===== src/rtl/kes_pkg.sv =====
package kes_pkg;

	// Default table dimensions
	localparam int NUM_COLLECTIVES_DEF = 8;
	localparam int NUM_REDUCE_OPS_DEF  = 5;
	localparam int NUM_DATA_TYPES_DEF  = 10;
	localparam int NUM_ALGORITHMS_DEF  = 6;
	localparam int NUM_PROTOCOLS_DEF   = 3;
	localparam int NUM_SIZE_BINS_DEF   = 32;

	// Sizes whose top set bit is at or below this index land in bin 0
	localparam int SMALL_MSB_LIMIT = 9;

	// Function codes
	localparam logic FUNC_RECORD = 1'b0;
	localparam logic FUNC_READ   = 1'b1;

	// Read word codes
	localparam logic [5:0] WORD_OPS    = 6'd0;
	localparam logic [5:0] WORD_BYTES  = 6'd1;
	localparam logic [5:0] WORD_CHUNKS = 6'd2;
	localparam logic [5:0] WORD_BIN0   = 6'd3;

	typedef enum logic [3:0] {
		ST_CLEAR,
		ST_IDLE,
		ST_MUL_OP,
		ST_MUL_DT,
		ST_MUL_ALG,
		ST_MUL_PROT,
		ST_ADDR,
		ST_READ,
		ST_WRITE,
		ST_DONE
	} state_t;

	// Which factor and addend the shared index multiplier uses
	typedef enum logic [2:0] {
		STEP_OP,
		STEP_DT,
		STEP_ALG,
		STEP_PROT,
		STEP_BIN
	} step_t;

	typedef struct packed {
		logic  clear;
		logic  capture;
		logic  mul_en;
		step_t step;
		logic  commit;
		logic  load_out;
	} cmd_t;

endpackage


===== src/rtl/kes_ctrl.sv =====
module kes_ctrl (
	input  logic          clk,
	input  logic          arst_n,
	input  logic          in_valid,
	output logic          in_stall,
	output logic          out_valid,
	input  logic          out_stall,
	input  logic          clr_last,
	output kes_pkg::cmd_t cmd
);

	import kes_pkg::*;

	state_t state_q;
	state_t state_d;
	logic   out_valid_q;
	logic   out_free;

	assign out_free  = !out_valid_q || !out_stall;
	assign in_stall  = (state_q != ST_IDLE);
	assign out_valid = out_valid_q;

	// Next state
	always_comb begin
		state_d = state_q;
		unique case (state_q)
			ST_CLEAR: begin
				if (clr_last) state_d = ST_IDLE;
			end
			ST_IDLE: begin
				if (in_valid) state_d = ST_MUL_OP;
			end
			ST_MUL_OP:   state_d = ST_MUL_DT;
			ST_MUL_DT:   state_d = ST_MUL_ALG;
			ST_MUL_ALG:  state_d = ST_MUL_PROT;
			ST_MUL_PROT: state_d = ST_ADDR;
			ST_ADDR:     state_d = ST_READ;
			ST_READ:     state_d = ST_WRITE;
			ST_WRITE:    state_d = ST_DONE;
			ST_DONE: begin
				if (out_free) state_d = ST_IDLE;
			end
			default:     state_d = ST_CLEAR;
		endcase
	end

	// Datapath commands
	always_comb begin
		cmd = '0;
		cmd.step = STEP_OP;
		unique case (state_q)
			ST_CLEAR:    cmd.clear = 1'b1;
			ST_IDLE:     cmd.capture = in_valid;
			ST_MUL_OP: begin
				cmd.mul_en = 1'b1;
				cmd.step = STEP_OP;
			end
			ST_MUL_DT: begin
				cmd.mul_en = 1'b1;
				cmd.step = STEP_DT;
			end
			ST_MUL_ALG: begin
				cmd.mul_en = 1'b1;
				cmd.step = STEP_ALG;
			end
			ST_MUL_PROT: begin
				cmd.mul_en = 1'b1;
				cmd.step = STEP_PROT;
			end
			ST_ADDR: begin
				cmd.mul_en = 1'b1;
				cmd.step = STEP_BIN;
			end
			ST_READ:     cmd.commit = 1'b0;
			ST_WRITE:    cmd.commit = 1'b1;
			ST_DONE:     cmd.load_out = out_free;
			default:     cmd.clear = 1'b0;
		endcase
	end

	// State and output valid
	always_ff @(posedge clk or negedge arst_n) begin
		if (!arst_n) begin
			state_q     <= ST_CLEAR;
			out_valid_q <= 1'b0;
		end else begin
			state_q <= state_d;
			if (cmd.load_out) begin
				out_valid_q <= 1'b1;
			end else if (!out_stall) begin
				out_valid_q <= 1'b0;
			end
		end
	end

endmodule


===== config.mk =====
export PLATFORM = sky130hd
export DESIGN_NAME = kes_ctrl
export DESIGN_NICKNAME = d
export VERILOG_FILES = /design/src/rtl/kes_pkg.sv /design/src/rtl/kes_ctrl.sv
export SDC_FILE = /design/constraint.sdc
export NUM_CORES = 1
export LEC_CHECK = 0
export BUFFER_PORTS_ARGS = -buffer_cell sky130_fd_sc_hd__buf_2
export CORE_AREA = 8 8 45 47
export CTS_CLUSTER_DIAMETER = 200
export DETAILED_ROUTE_END_ITERATION = 7
export DIE_AREA = 0 0 53 55
export GPL_ROUTABILITY_DRIVEN = 1
export PLACE_DENSITY = 0.51
export REMOVE_ABC_BUFFERS = 1
export SYNTH_ARGS = -nofsm -noshare
export SYNTH_HDL_FRONTEND = slang
export SYNTH_SLANG_ARGS = --single-unit

===== constraint.sdc =====
create_clock -name clk -period 1.4 [get_ports clk]
set_input_delay 0.42 -clock clk [delete_from_list [all_inputs] [get_ports clk]]
set_output_delay 0.42 -clock clk [all_outputs]
set_load 0.05 [all_outputs]

==> impl_metrics.yaml <==
place:
  gp_congestion: 0.724
  dpl.hpwl_microns: 779
  dpl.cell_count: 80
  portBuffers: 14
worst_setup_path:
  start_kind: "register"
  rr_startpoint: "state_q[1]"
  worstSetupPathType: "reg -> out"
  required_ns: 0.98
  worstPathMaxFanout: 5
  reg2reg_to: "state_q[0]"
  r2r_slack_ns: 0.14
  worstPathArrival_ns: 1.32
  reg2regPathDepth: 5
  worstSetupEndpointType: "primary output"
worst_hold_path:
  holdPathEnd: "out_valid"
  hold_start: "out_stall"
  holdPathStages: 3
  worstHoldPathType: "in -> reg"
clock_network:
  clkLatencyLatePin_ns: 0.24
  cts_tree: "done"
  cts_max_level: 1
  cts_buffers: 3
  cts_sinks: 5
  clk_path_buf_depth: 2
  ctsRootBufferMaster: "clkbuf_4"
  path_clk_slew_ns: 0.05
synth:
  yosys.area_share.simple_pct: 29.6
  ys_ff_latch: 5
  ys.flop_type: "dfrtp_1"
  synthMuxAreaShare_pct: 0
  synth-edff-count: 0
  synth_cell_type_count: 22
  synth_compound_area_share_pct: 17.9
  syn_inst: 39
  synthArstFlopShare_pct: 100
  synth_top_family_by_area: "simple AND/OR/NAND/NOR gates"
  synthXorXnorAreaFrac_pct: 5.11
  synth_fa_ha_area_share_pct: 0
  yosys_warnings: 0
  synth-seq-area-share_pct: 36.5
  syn_area_sq_um: 343
  syn_avg_cell_area_sq_um: 8.79
grt:
  grt_pass1_vias: 412
  met2_usage_pct: 14.6
  grt_pass1_wl_microns: 1830
  track_usage_pct: 8.67
  antenna_found_initial: 0
  met1_usage_pct: 8.76
  grt_max_degree: 9
  busiest_layer: "met2"
  met3_usage_pct: 4.55
  grt_remaining_overflow: 0
route:
  antenna_left: 0
  wl_per_cell_microns: 12.7
  finalWirelength_microns: 1130
  via_count: 405
  drc: 0
  initialDrtViolationCount: 4
  vias_per_cell: 4.55
  drt-pass1-iter-count: 3
die:
  std_cell_rows: 14
  die_w_microns: 53
  dieArea_sq_um: 2920
  die_y_microns: 55
  io_pins: 15
  start_util_pct: 24.8
  core_sq_um: 1380
sta:
  rsz0062_at_grt: "yes"
  hold_viol_final: 0
  whs_ns: 0.420
  final_max_slew_viol_count: 0
  setup_viol: 9
  finalSetupTns_ns: -2.56
  setup_slack_ns: -0.336
  max_freq_ghz: 0.576
  relSlewSlack_pct: 84.3
  clock_skew_ns: 0.00525
  period_share_pct: 124
  worst_pin_slew_ns: 0.234
  period_needed_ns: 1.74
run_status:
  violations: "negative setup slack"
  status: "finished with violations"
final_layout:
  mostFrequentLayoutCell: "buf_4"
  seqCellArea_sq_um: 129
  drive_above_1_share_pct: 67.1
  fill_cells: 143
  area_delta_synth_final_pct: 109
  fin_util_pct: 51.8
  finalNonFillerCells: 89
  multi_input_area_sq_um: 250
  final_nets: 79
  final_cell_mix: "buf_4, buf_6, buf_2"
  n_antenna_cell: 0
flow_run:
  drv_cap: 0
==> metal layers <==
metal	vias to the layer above	part of all wire, %
met4	0	0.71
met3	2	7.5
li1	202	-
met2	11	49
met1	190	42
met5	-	0
==> state kept, by name, summed over array words and instances, names as in the netlist <==
register   cells
out_valid      1
state_q        4
==> area by class of cell <==
cell class                      count  area share, %
Clock buffer                        4           3.66
Multi-Input combinational cell     30           34.9
Sequential cell                     5           18.0
Tap cell                           16           2.79
Timing Repair Buffer               34           40.7
==> cells by family after synthesis <==
family,after synthesis
AND/OR/NAND/NOR,18
flip-flops,5
XOR/XNOR,2
AO/OA/AOI/OAI,10
buffers and inverters,4
==> repair_timing <==
| item | in CTS | in global routing |
|---|---|---|
| hold endpoints to repair | 5 | 0 |
| pin swaps | 3 | 3 |
| resized for setup | 33 | 5 |
| setup buffers | 5 | 0 |
| endpoints found under the setup margin | 9 | 9 |
| hold buffers | 1 | 0 |
==> metrics by stage <==
stage | worst slack, ns | area, sq um
2_1_floorplan | -1.08 | 305
3_3_place_gp | -0.150 | 508
3_5_place_dp | -0.144 | 508
4_1_cts | -0.345 | 683
5_1_grt | -0.436 | 717
6_report | -0.336 | 717
==> how the worst max path moves through the flow <==
stage	from	endpoint	slack, ns
floorplan	state_q[1]	cmd[7]	-1.08
global placement	state_q[2]	cmd[2]	-0.15
detailed placement	state_q[2]	cmd[2]	-0.14
CTS	state_q[2]	cmd[2]	-0.34
global route	state_q[1]	cmd[7]	-0.44
finish	state_q[1]	cmd[7]	-0.34
==> synthesized netlist by cell type, types with 2 or more instances <==
| cell type | number | area (sq um) |
|---|---|---|
| buf_4 | 2 | 15.0 |
| a21oi_1 | 3 | 15.0 |
| buf_6 | 2 | 22.5 |
| nand2_1 | 4 | 15.0 |
| nand2b_1 | 4 | 25.0 |
| nor2_1 | 4 | 15.0 |
| dfrtp_1 | 5 | 125 |
==> critical path: stages (launching register included) <==
cell and delay (ns):
dfrtp_2 0.39, buf_6 0.14, nor4_2 0.29, buf_4 0.25
Power is not shown: default switching activity piles up to over one toggle a cycle in this logic, so the estimate is an artifact.
